<file path="src/design/ascp_pkg.sv">
`timescale 1ns / 1ps

package ascp_pkg;

    localparam int unsigned LaneW     = 64;
    localparam int unsigned NumLanes  = 5;
    localparam int unsigned RcW       = 8;
    localparam logic [3:0]  MaxRounds = 4'd12;

    localparam int unsigned RotA [NumLanes] = '{19, 61, 1, 10, 7};
    localparam int unsigned RotB [NumLanes] = '{28, 39, 6, 17, 41};

    typedef logic [NumLanes-1:0] t_col;
    typedef logic [LaneW-1:0]    t_lane;

    typedef struct packed {
        logic load;
        logic step;
    } t_cell_ctl;

    typedef enum logic [1:0] {
        ST_IDLE = 2'b01,
        ST_RUN  = 2'b10
    } t_state;

    function automatic logic [RcW-1:0] round_const(input logic [3:0] r);
        logic [3:0] hi;
        hi = 4'd15 - r;
        return {hi, r};
    endfunction

    function automatic t_lane rotr(input t_lane v, input int unsigned s);
        return (v >> s) | (v << (LaneW - s));
    endfunction

endpackage

</file>
<file path="src/design/ascp_cell.sv">
`timescale 1ns / 1ps

module ascp_cell (
    input  logic                  i_clk,
    input  ascp_pkg::t_cell_ctl   i_ctl,
    input  ascp_pkg::t_col        i_load_col,
    input  ascp_pkg::t_col        i_next_col,
    input  logic                  i_rc,
    output ascp_pkg::t_col        o_col,
    output ascp_pkg::t_col        o_sbox
);

    ascp_pkg::t_col r_col;
    ascp_pkg::t_col n_col;

    always_comb begin
        logic a0, a1, a2, a3, a4;
        logic t0, t1, t2, t3, t4;
        a0 = r_col[0];
        a1 = r_col[1];
        a2 = r_col[2] ^ i_rc;
        a3 = r_col[3];
        a4 = r_col[4];
        a0 = a0 ^ a4;
        a4 = a4 ^ a3;
        a2 = a2 ^ a1;
        t0 = ~a0 & a1;
        t1 = ~a1 & a2;
        t2 = ~a2 & a3;
        t3 = ~a3 & a4;
        t4 = ~a4 & a0;
        a0 = a0 ^ t1;
        a1 = a1 ^ t2;
        a2 = a2 ^ t3;
        a3 = a3 ^ t4;
        a4 = a4 ^ t0;
        a1 = a1 ^ a0;
        a0 = a0 ^ a4;
        a3 = a3 ^ a2;
        a2 = ~a2;
        o_sbox = {a4, a3, a2, a1, a0};
    end

    always_comb begin
        n_col = r_col;
        priority if (i_ctl.load) begin
            n_col = i_load_col;
        end else if (i_ctl.step) begin
            n_col = i_next_col;
        end
    end

    always_ff @(posedge i_clk) begin
        r_col <= n_col;
    end

    assign o_col = r_col;

endmodule

</file>
<file path="src/design/ascon_permutation.sv">
`timescale 1ns / 1ps
// Each accepted word runs i_round_count rounds, saturated at 12.
// A new word is taken only while idle, once the last result is in the output register.
// The single round unit is a row of 64 bit-slice cells that performs one round per cycle.
// A finished result waits in the output register while the next word is taken.
// Reset (synchronous, active low) empties the output register and idles the round unit.
module ascon_permutation (
    input  logic                i_clk,
    input  logic                i_rst_n,
    input  logic                i_valid,
    output logic                o_ready,
    input  logic [63:0]         i_lane0_in,
    input  logic [63:0]         i_lane1_in,
    input  logic [63:0]         i_lane2_in,
    input  logic [63:0]         i_lane3_in,
    input  logic [63:0]         i_lane4_in,
    input  logic [3:0]          i_round_count,
    output logic                o_valid,
    input  logic                i_ready,
    output logic [63:0]         o_lane0_out,
    output logic [63:0]         o_lane1_out,
    output logic [63:0]         o_lane2_out,
    output logic [63:0]         o_lane3_out,
    output logic [63:0]         o_lane4_out
);

    localparam int unsigned LaneW    = ascp_pkg::LaneW;
    localparam int unsigned NumLanes = ascp_pkg::NumLanes;
    localparam int unsigned RcW      = ascp_pkg::RcW;

    ascp_pkg::t_state    r_state, n_state;
    logic [3:0]          r_round, n_round;
    logic                r_out_valid, n_out_valid;
    ascp_pkg::t_lane     r_out [NumLanes];
    ascp_pkg::t_lane     n_out [NumLanes];

    ascp_pkg::t_lane     w_in   [NumLanes];
    ascp_pkg::t_lane     w_cur  [NumLanes];
    ascp_pkg::t_lane     w_sbox [NumLanes];
    ascp_pkg::t_lane     w_diff [NumLanes];
    ascp_pkg::t_col      w_col  [LaneW];
    ascp_pkg::t_col      w_sb   [LaneW];
    ascp_pkg::t_cell_ctl w_ctl;
    logic [RcW-1:0]      w_rc;
    logic [3:0]          w_sat;
    logic                w_accept;
    logic                w_done;
    logic                w_out_free;

    assign w_in[0] = i_lane0_in;
    assign w_in[1] = i_lane1_in;
    assign w_in[2] = i_lane2_in;
    assign w_in[3] = i_lane3_in;
    assign w_in[4] = i_lane4_in;

    assign o_ready    = (r_state == ascp_pkg::ST_IDLE);
    assign w_accept   = i_valid && o_ready;
    assign w_done     = (r_round == ascp_pkg::MaxRounds);
    assign w_out_free = !r_out_valid || i_ready;
    assign w_sat      = (i_round_count > ascp_pkg::MaxRounds) ? ascp_pkg::MaxRounds
                                                              : i_round_count;
    assign w_rc       = ascp_pkg::round_const(r_round);

    assign w_ctl.load = w_accept;
    assign w_ctl.step = (r_state == ascp_pkg::ST_RUN) && !w_done;

    genvar j, k;
    generate
        for (j = 0; j < LaneW; j++) begin : g_cell
            ascp_pkg::t_col w_ld;
            ascp_pkg::t_col w_nx;
            logic           w_rc_bit;
            for (k = 0; k < NumLanes; k++) begin : g_bit
                assign w_ld[k]       = w_in[k][j];
                assign w_nx[k]       = w_diff[k][j];
                assign w_cur[k][j]   = w_col[j][k];
                assign w_sbox[k][j]  = w_sb[j][k];
            end
            if (j < RcW) begin : g_rc
                assign w_rc_bit = w_rc[j];
            end else begin : g_norc
                assign w_rc_bit = 1'b0;
            end
            ascp_cell u_cell (
                .i_clk      (i_clk),
                .i_ctl      (w_ctl),
                .i_load_col (w_ld),
                .i_next_col (w_nx),
                .i_rc       (w_rc_bit),
                .o_col      (w_col[j]),
                .o_sbox     (w_sb[j])
            );
        end
        for (k = 0; k < NumLanes; k++) begin : g_diff
            assign w_diff[k] = w_sbox[k]
                             ^ ascp_pkg::rotr(w_sbox[k], ascp_pkg::RotA[k])
                             ^ ascp_pkg::rotr(w_sbox[k], ascp_pkg::RotB[k]);
        end
    endgenerate

    always_comb begin
        n_state     = r_state;
        n_round     = r_round;
        n_out_valid = r_out_valid;
        for (int i = 0; i < NumLanes; i++) begin
            n_out[i] = r_out[i];
        end
        if (r_out_valid && i_ready) begin
            n_out_valid = 1'b0;
        end
        unique case (r_state)
            ascp_pkg::ST_IDLE: begin
                if (w_accept) begin
                    n_round = ascp_pkg::MaxRounds - w_sat;
                    n_state = ascp_pkg::ST_RUN;
                end
            end
            ascp_pkg::ST_RUN: begin
                if (!w_done) begin
                    n_round = r_round + 4'd1;
                end else if (w_out_free) begin
                    for (int i = 0; i < NumLanes; i++) begin
                        n_out[i] = w_cur[i];
                    end
                    n_out_valid = 1'b1;
                    n_state     = ascp_pkg::ST_IDLE;
                end
            end
            default: begin
                n_state = ascp_pkg::ST_IDLE;
            end
        endcase
    end

    always_ff @(posedge i_clk) begin
        if (!i_rst_n) begin
            r_state     <= ascp_pkg::ST_IDLE;
            r_round     <= ascp_pkg::MaxRounds;
            r_out_valid <= 1'b0;
        end else begin
            r_state     <= n_state;
            r_round     <= n_round;
            r_out_valid <= n_out_valid;
        end
    end

    always_ff @(posedge i_clk) begin
        for (int i = 0; i < NumLanes; i++) begin
            r_out[i] <= n_out[i];
        end
    end

    assign o_valid     = r_out_valid;
    assign o_lane0_out = r_out[0];
    assign o_lane1_out = r_out[1];
    assign o_lane2_out = r_out[2];
    assign o_lane3_out = r_out[3];
    assign o_lane4_out = r_out[4];

    a_round_range: assert property (@(posedge i_clk) disable iff (!i_rst_n)
        r_round <= ascp_pkg::MaxRounds)
        else $error("round counter out of range");

    a_accept_runs: assert property (@(posedge i_clk) disable iff (!i_rst_n)
        w_accept |=> (r_state == ascp_pkg::ST_RUN))
        else $error("accepted word did not start the round unit");

    a_round_step: assert property (@(posedge i_clk) disable iff (!i_rst_n)
        ((r_state == ascp_pkg::ST_RUN) && !w_done) |=>
            ((r_round == $past(r_round) + 4'd1) && (r_state == ascp_pkg::ST_RUN)))
        else $error("round counter did not advance");

    a_finish_out: assert property (@(posedge i_clk) disable iff (!i_rst_n)
        ((r_state == ascp_pkg::ST_RUN) && w_done && w_out_free) |=>
            (o_valid && (r_state == ascp_pkg::ST_IDLE)))
        else $error("finished word not moved to output register");

endmodule
</file>
<file path="config.mk">
export PLATFORM = sky130hd
export DESIGN_NAME = ascon_permutation
export DESIGN_NICKNAME = d
export VERILOG_FILES = /design/src/design/ascp_pkg.sv /design/src/design/ascp_cell.sv /design/src/design/ascon_permutation.sv
export SDC_FILE = /design/constraint.sdc
export NUM_CORES = 1
export LEC_CHECK = 0
export BUFFER_PORTS_ARGS = -buffer_cell sky130_fd_sc_hd__buf_4
export CORE_ASPECT_RATIO = 1.2
export CORE_MARGIN = 5
export CORE_UTILIZATION = 40
export DETAILED_ROUTE_END_ITERATION = 6
export MAX_ROUTING_LAYER = met4
export PLACE_DENSITY = 0.56
export REMOVE_ABC_BUFFERS = 1
export SLEW_MARGIN = 25
export SYNTH_ARGS = -nofsm -noshare
export SYNTH_HDL_FRONTEND = slang
export SYNTH_SLANG_ARGS = --single-unit
</file>
<file path="constraint.sdc">
create_clock -name i_clk -period 77.5 [get_ports i_clk]
set_input_delay 7.75 -clock i_clk [delete_from_list [all_inputs] [get_ports i_clk]]
set_output_delay 7.75 -clock i_clk [all_outputs]
set_load 0.01 [all_outputs]
</file>
; Word level (Yosys, flattened, before mapping)
; Memory sizes are Yosys's and may differ from the RTL's.
; Index checks and enable logic that the tools add are counted.
[word_totals]
inputBits = 328
ramBits = 320
n_memories = 1
register_bits = 327
output_inout_bits = 322
elab_cells = 1668
[mem_list]
columns = memory, depth, width, rd, rd_clocked_by_memory_dff, write_ports, line
row1 = r_out, 5, 64, 5, 0, 5, ascon_permutation.sv:34  ; ascp_pkg::t_lane r_out [NumLanes];
[op_classes]
n_mux = 143
bitwise_logic = 1436
n_reduce_logical = 10
add_sub_neg = 3
n_eq_ne = 7
n_lt_le_gt_ge = 1
[ops]
columns = cell, count
row1 = $mux 320, 3
row2 = $xor 1x1->1, 712
row3 = $mux 5, 128
row4 = $xor 64x64->64, 10
row5 = $not 1->1, 384
row6 = $and 1x1->1, 320
row7 = $or 23x64->64, 1
row8 = $or 25x64->64, 1
row9 = $or 3x64->64, 1
row10 = $or 36x64->64, 1
row11 = $or 45x64->64, 1
row12 = $or 47x64->64, 1
row13 = $or 54x64->64, 1
row14 = $or 57x64->64, 1
row15 = $or 58x64->64, 1
row16 = $or 63x64->64, 1
row17 = $mux 4, 3
row18 = $pmux 4 s2, 1
row19 = $sub 4x4->4 const A, 2
row20 = $mux 2, 3
row21 = $ne 2x2->1 const B, 3
row22 = $reduce_and 3->1, 2
row23 = $add 4x1->4 const B, 1
row24 = $eq 4x4->1 const B, 1
row25 = other kinds (10), 17

; Depth between registers and ports, before layout
; Gate-level depths: netlist of the first run.
[logic_depth]
word_depth = 12
ltp_mapped = 8
ltp_nobuf = 8

; Modules after synthesis
; A second synthesis of the first run with hierarchy kept.
[unflattened]
cells_unflattened = 2938
area_unflattened_um2 = 38842.3
[modules_own_cells]
columns = mod, n_inst, area_per_inst_um2, seq_area_each_um2, cells_per_inst
row1 = ascp_cell, 64, 361.6, 150.1, 30
row2 = ascon_permutation, 1, 15700.1, 9749.4, 1018

; Worst setup path before layout of the first run
; Ideal clock, no wire load.
[synth_timing]
kind = input to register
startpoint = input port i_ready
endpoint = memory r_out[0][0] (netlist bit), enable pin
stages = 2
required_ns = 76.107
path_buffers = 0
setup_ns = 1.393
path_slack_ns = 46.813
arrival_ns = 29.294
path_cell_list = nor2b_1 -> nor3_1
[synth_lines]
columns = element, line
row1 = "start, declared", ascon_permutation.sv:19  ; input logic i_ready,
row2 = "end, declared", ascon_permutation.sv:34

; Final worst setup path of the first run
[layout_timing]
startpoint = input port i_valid
endpoint = register g_cell[36].u_cell.r_col[0], enable pin
[layout_between]
elab_chain_cells = 2
[layout_lines]
columns = element, line
row1 = "start, declared", ascon_permutation.sv:10  ; input logic i_valid,
row2 = $logic_and 1x1->1, ascon_permutation.sv:57  ; assign w_accept = i_valid && o_ready;
row3 = $reduce_bool 2->1 (no line), --
row4 = "end signal, assigned", ascp_cell.sv:54  ; r_col <= n_col;
row5 = "end, declared", ascp_cell.sv:13  ; ascp_pkg::t_col r_col;
; No other way between the ends.
; A chain may end at the register's enable or synchronous reset.

==> results.tsv, run 1 <==
metric	value	unit
status	finished clean	
Routed Antenna Nets	0	
CP max FO	91	
cell family with most CP delay	buffers and inverters	
r2r endpoint	g_cell[36].u_cell.o_col[0]	
Via density	5.304	
synth unique cells	35	
Most used DFF post-synth	edfxtp_1	
Core Footprint	95570	sq um
final hold viol count	0	
TritonRoute pass-1 iters	6	
CP Class	in -> reg	
period utilisation layout	0.1431	
CP max stage delay	0.82	ns
CP max-delay cell	and3b_4	
I/O pin cnt	650	
cells after synthesis	2921	
die area	102900	sq um
GRT Residual Overflow	0	
Reg clk slew, reported paths	0.06	ns
Max Cap Violations	0	
Longest Clk Path Bufs	3	
Critical Path Start	i_valid	
most frequent cells in the layout	buf_4, edfxtp_1, xnor2_1	
cts repair resizes	0	
# H-tree levels	3	
largest net degree at the start of global routing	156	
clock sink count	647	
Worst-Margin Slew	1.219	ns
relative slew slack	0.1847	
worst hold stages	0	
post-CTS setup buffers	0	
Seq/Total Area, Yosys	0.5012	
num rows	124	
RSZ-0062 raised after global routing	no	
hold path startpoint	g_cell[26].u_cell.o_col[3]	
hold crit path type	reg -> reg	
number of port buffers	649	
FF-to-FF setup slack	73.19	ns
clk_lat worst skew	0.65	ns
chip width	293.7	um
fin nets	4072	
wirelength, routed	159.7	mm
hpwl dp	130.6	mm
initial core utilization	0.4041	
vias in the first global route	25500	
first-pass GRT wire length	209.1	mm
commonest non-fill, non-tap cell in the layout	buf_4	
CP cell instances	buf_4 > and3b_4 > a21oi_1 > inv_8 > buf_4 > buf_4	
final worst path period need	11.09	ns
clock skew	0.03311	ns
synthesis-stage register bit count	647	
CP startpoint kind	primary input	
total number of yosys warnings	0	
initial antenna violation count	9	
CP arrival	11.35	ns
CTS tree	yes	
asr flop ratio synth	0	
fraction of layout cells with a size suffix above 1	0.2438	
setup violators final	0	
Mapped Area	38620	sq um
# fillers	8622	
routed length per instance	32.41	um
Fmax	0.09017	GHz
mean area per synthesized cell	13.22	sq um
CP bufs+invs	4	
clock root buffer	clkbuf_16	
area grow syn2layout	23.02	%
setup TNS	0	ns
CP required	77.76	ns
EDFF count, synth	640	
Worst setup EP type	register	
# DRC	0	
vias	26130	
cts hold-fix bufs	0	
die height	350.4	um
initial DRC count	2838	
CP most frequent cell	buf_4	
fin. max-slew vios	0	
worst r2r path cells	5	
hold path endpoint	r_out[0][218]	
routability cong.	0.9555	
Overall Global Routing Usage	0.3090	
RR Startpoint	r_state[1]	
cts bufs inserted	73	
[registers in the layout (all words and copies together), names as in the netlist]
name / cells
r_round: 4
g_cell.u_cell.o_col: 320
r_state: 2
r_out: 320
o_valid: 1
[cells by family (layout without fill, tap and decap cells)]
family,count (synthesis),after routing,synth area share
AND/OR/NAND/NOR,554,554,0.05443
multiplexers,57,57,0.01578
buffers and inverters,229,971,0.02248
AO/OA/AOI/OAI,375,375,0.04892
XOR/XNOR,902,902,0.3079
flip-flops,647,647,0.5012
other,0,4,0
adder cells (fa/ha/maj),157,157,0.04931
[cell type report]
type	count	area (sq um)	share of cell area
clock inverters	40	435.4	0.009164
flip-flops and latches	647	19360	0.4074
diodes	4	10.01	0.0002107
clock buffers	85	1872	0.03940
well taps	1260	1577	0.03318
multi-input cells	2045	18490	0.3891
inverters	159	604.3	0.01272
repair buffers	687	5170	0.1088
[synth_stat cells (3+ instances only)]
library cell | n | share of area
nor2_1 | 210 | 0.020
nand2_1 | 334 | 0.032
inv_1 | 159 | 0.015
o21ai_0 | 185 | 0.024
a21oi_1 | 158 | 0.020
xnor3_1 | 245 | 0.14
maj3_1 | 22 | 0.0057
xor2_1 | 189 | 0.043
xor3_1 | 14 | 0.0086
xnor2_2 | 42 | 0.018
edfxtp_1 | 640 | 0.50
xor2_2 | 8 | 0.0034
nor2b_1 | 3 | 0.00049
xnor2_1 | 402 | 0.091
buf_2 | 4 | 0.00052
clkbuf_1 | 62 | 0.0060
o21ai_1 | 27 | 0.0035
dfxtp_1 | 7 | 0.0036
maj3_2 | 4 | 0.0012
mux2_2 | 31 | 0.0090
ha_1 | 131 | 0.042
mux2i_1 | 26 | 0.0067
buf_1 | 3 | 0.00029
[worst max path at each step]
| stage | to | cells after the start |
|---|---|---|
| 2_1_floorplan | r_out[0][0] | 2 |
| 6_report | g_cell[36].u_cell.o_col[0] | 6 |
| 3_3_place_gp | g_cell[22].u_cell.o_col[0] | 6 |
| 3_5_place_dp | g_cell[22].u_cell.o_col[4] | 6 |
| 5_1_grt | g_cell[36].u_cell.o_col[0] | 6 |
| 4_1_cts | g_cell[32].u_cell.o_col[3] | 6 |
[through the flow]
step	hold slack, ns	setup slack [ns]	cells	util	area (sq um)
6_report	0.4661	66.41	4927	0.4971	47510
5_1_grt	0.4708	66.26	4927	0.4971	47510
4_1_cts	0.4595	66.37	4923	0.4968	47480
3_5_place_dp	0.4380	65.69	4798	0.4727	45170
3_3_place_gp	0.4380	65.75	4798	0.4723	45140
2_1_floorplan	0.4264	46.81	2851	-	38350
[worst reg2reg max path, delay by kind of cell (launching register included)]
| kind | cells | cell delay (ns) |
|---|---|---|
| compound gates | 1 | 0.38 |
| buf+inv | 3 | 2.26 |
| flops | 1 | 0.33 |
| simple gates | 1 | 0.93 |
[layer usage]
metal,vias up,part of all wire,track usage
met2,1357,0.48,0.5031
met3,252,0.080,0.05755
met1,12990,0.39,0.3809
li1,11540,-,-
met4,0,0.050,0.1316
met5,-,0,-
Power of run 1 is left out: the tool's default activity adds up to more than one toggle a clock period on the data nets, which glitch-free logic cannot reach.
==> inputs of run 2 (changes only) <==
clock period = 10.6 ns   (was 77.5 ns; I/O delays follow)
==> run 2 against run 1 <==
Register-to-register slack worse by 66 ns. Final cell count hardly changed. Final area grew 0.29%. Critical path type is now reg -> reg. Critical endpoint is now r_out[0][78]. Highest routed layer unchanged.
==> results.tsv, run 2 (synthesis results as in run 1) <==
metric	value	unit
Reg clk slew, reported paths	0.06	ns
Via density	5.318	
gr busiest metal	met2	
initial antenna violation count	11	
num rows	124	
fin nets	4068	
post-route cell area	47650	sq um
final hold viol count	0	
CP startpoint kind	register	
cell family with most CP delay	buffers and inverters	
cts bufs inserted	74	
clock skew	0.03758	ns
Core Util, Final	0.4986	
TritonRoute pass-1 iters	6	
final worst path period need	3.697	ns
chip width	293.7	um
die height	350.4	um
fin. max-slew vios	0	
CTS tree	yes	
initial core utilization	0.4041	
status	finished clean	
Overall Global Routing Usage	0.3113	
RSZ-0062 raised after global routing	no	
area grow syn2layout	23.38	%
vias	26210	
clk_lat worst skew	0.65	ns
Worst-Margin Slew	1.209	ns
period utilisation layout	0.3488	
most frequent cells in the layout	buf_4, edfxtp_1, xnor2_1	
CP max stage delay	0.82	ns
post-CTS setup buffers	0	
first-pass GRT wire length	210.7	mm
CP required	10.84	ns
Worst setup EP type	register	
cts repair resizes	0	
met2 usage	0.5201	
die area	102900	sq um
Max Cap Violations	0	
# DRC	0	
CP arrival	3.93	ns
wirelength, routed	161.2	mm
clock sink count	647	
I/O pin cnt	650	
hpwl dp	131.6	mm
Longest Clk Path Bufs	3	
placed inst area	45210	sq um
hold crit path type	reg -> reg	
hold_ws	0.4514	ns
met1 Use GR	0.3857	
CP max FO	68	
routed length per instance	32.71	um
CP cell instances	inv_1 > ha_1 > nand3_1 > nor3_2 > buf_4 > buf_4 > buf_4	
CP Class	reg -> reg	
initial DRC count	2696	
CP bufs+invs	4	
number of port buffers	649	
setup violators final	0	
CP max-delay cell	buf_4	
Core Footprint	95570	sq um
Routed Antenna Nets	0	
cts hold-fix bufs	0	
CP most frequent cell	buf_4	
largest net degree at the start of global routing	193	
commonest non-fill, non-tap cell in the layout	buf_4	
vias in the first global route	25530	
routability cong.	0.9538	
Fmax	0.2705	GHz
# H-tree levels	3	
met3 usage	0.05077	
relative slew slack	0.1882	
fraction of layout cells with a size suffix above 1	0.2432	
clock root buffer	clkbuf_16	
GRT Residual Overflow	0	
## run 2: cell types whose count changed in the layout (fill, tap and decap cells not counted), sizes merged
cell,change
clkbuf,+7
buf,-5
clkinvlp,-3
clkinv,+2
inv,-2
bufinv,+1
diode,+1
## run 2: final cells by class
cell class	count	area, sq um
fillers	8592	47920
flip-flops and latches	647	19360
multi-input cells	2045	18520
repair buffers	682	5170
clock buffers	92	1983
well taps	1260	1577
inverters	159	604.3
clock inverters	38	431.7
diodes	5	12.51
## run 2: final timing paths
path	slack, ns	end	startpoint	depth (start not counted)
worst max-delay path	6.90	r_out[0][78]	r_round[0]	7
worst min-delay path	0.45	r_out[0][230]	g_cell[38].u_cell.o_col[3]	0
worst max register to register	6.90	r_out[0][78]	r_round[0]	7
worst min register to register	0.45	r_out[0][230]	g_cell[38].u_cell.o_col[3]	0
## run 2: layer usage
| metal | share of wire | up-vias |
|---|---|---|
| met5 | 0 | - |
| met4 | 0.042 | 0 |
| met3 | 0.078 | 225 |
| met2 | 0.49 | 1354 |
| met1 | 0.39 | 13090 |
| li1 | - | 11540 |
## run 2: metrics by stage
step / std cells / setup WS [ns] / TNS [ns]
finish: 4928 / 6.903 / 0
detailed placement: 4793 / 6.588 / 0
floorplan: 2851 / -13.40 / -5282.47
global route: 4927 / 6.704 / 0
global placement: 4793 / 6.593 / 0
CTS: 4923 / 6.921 / 0
Power of run 2 is left out for the same reason.
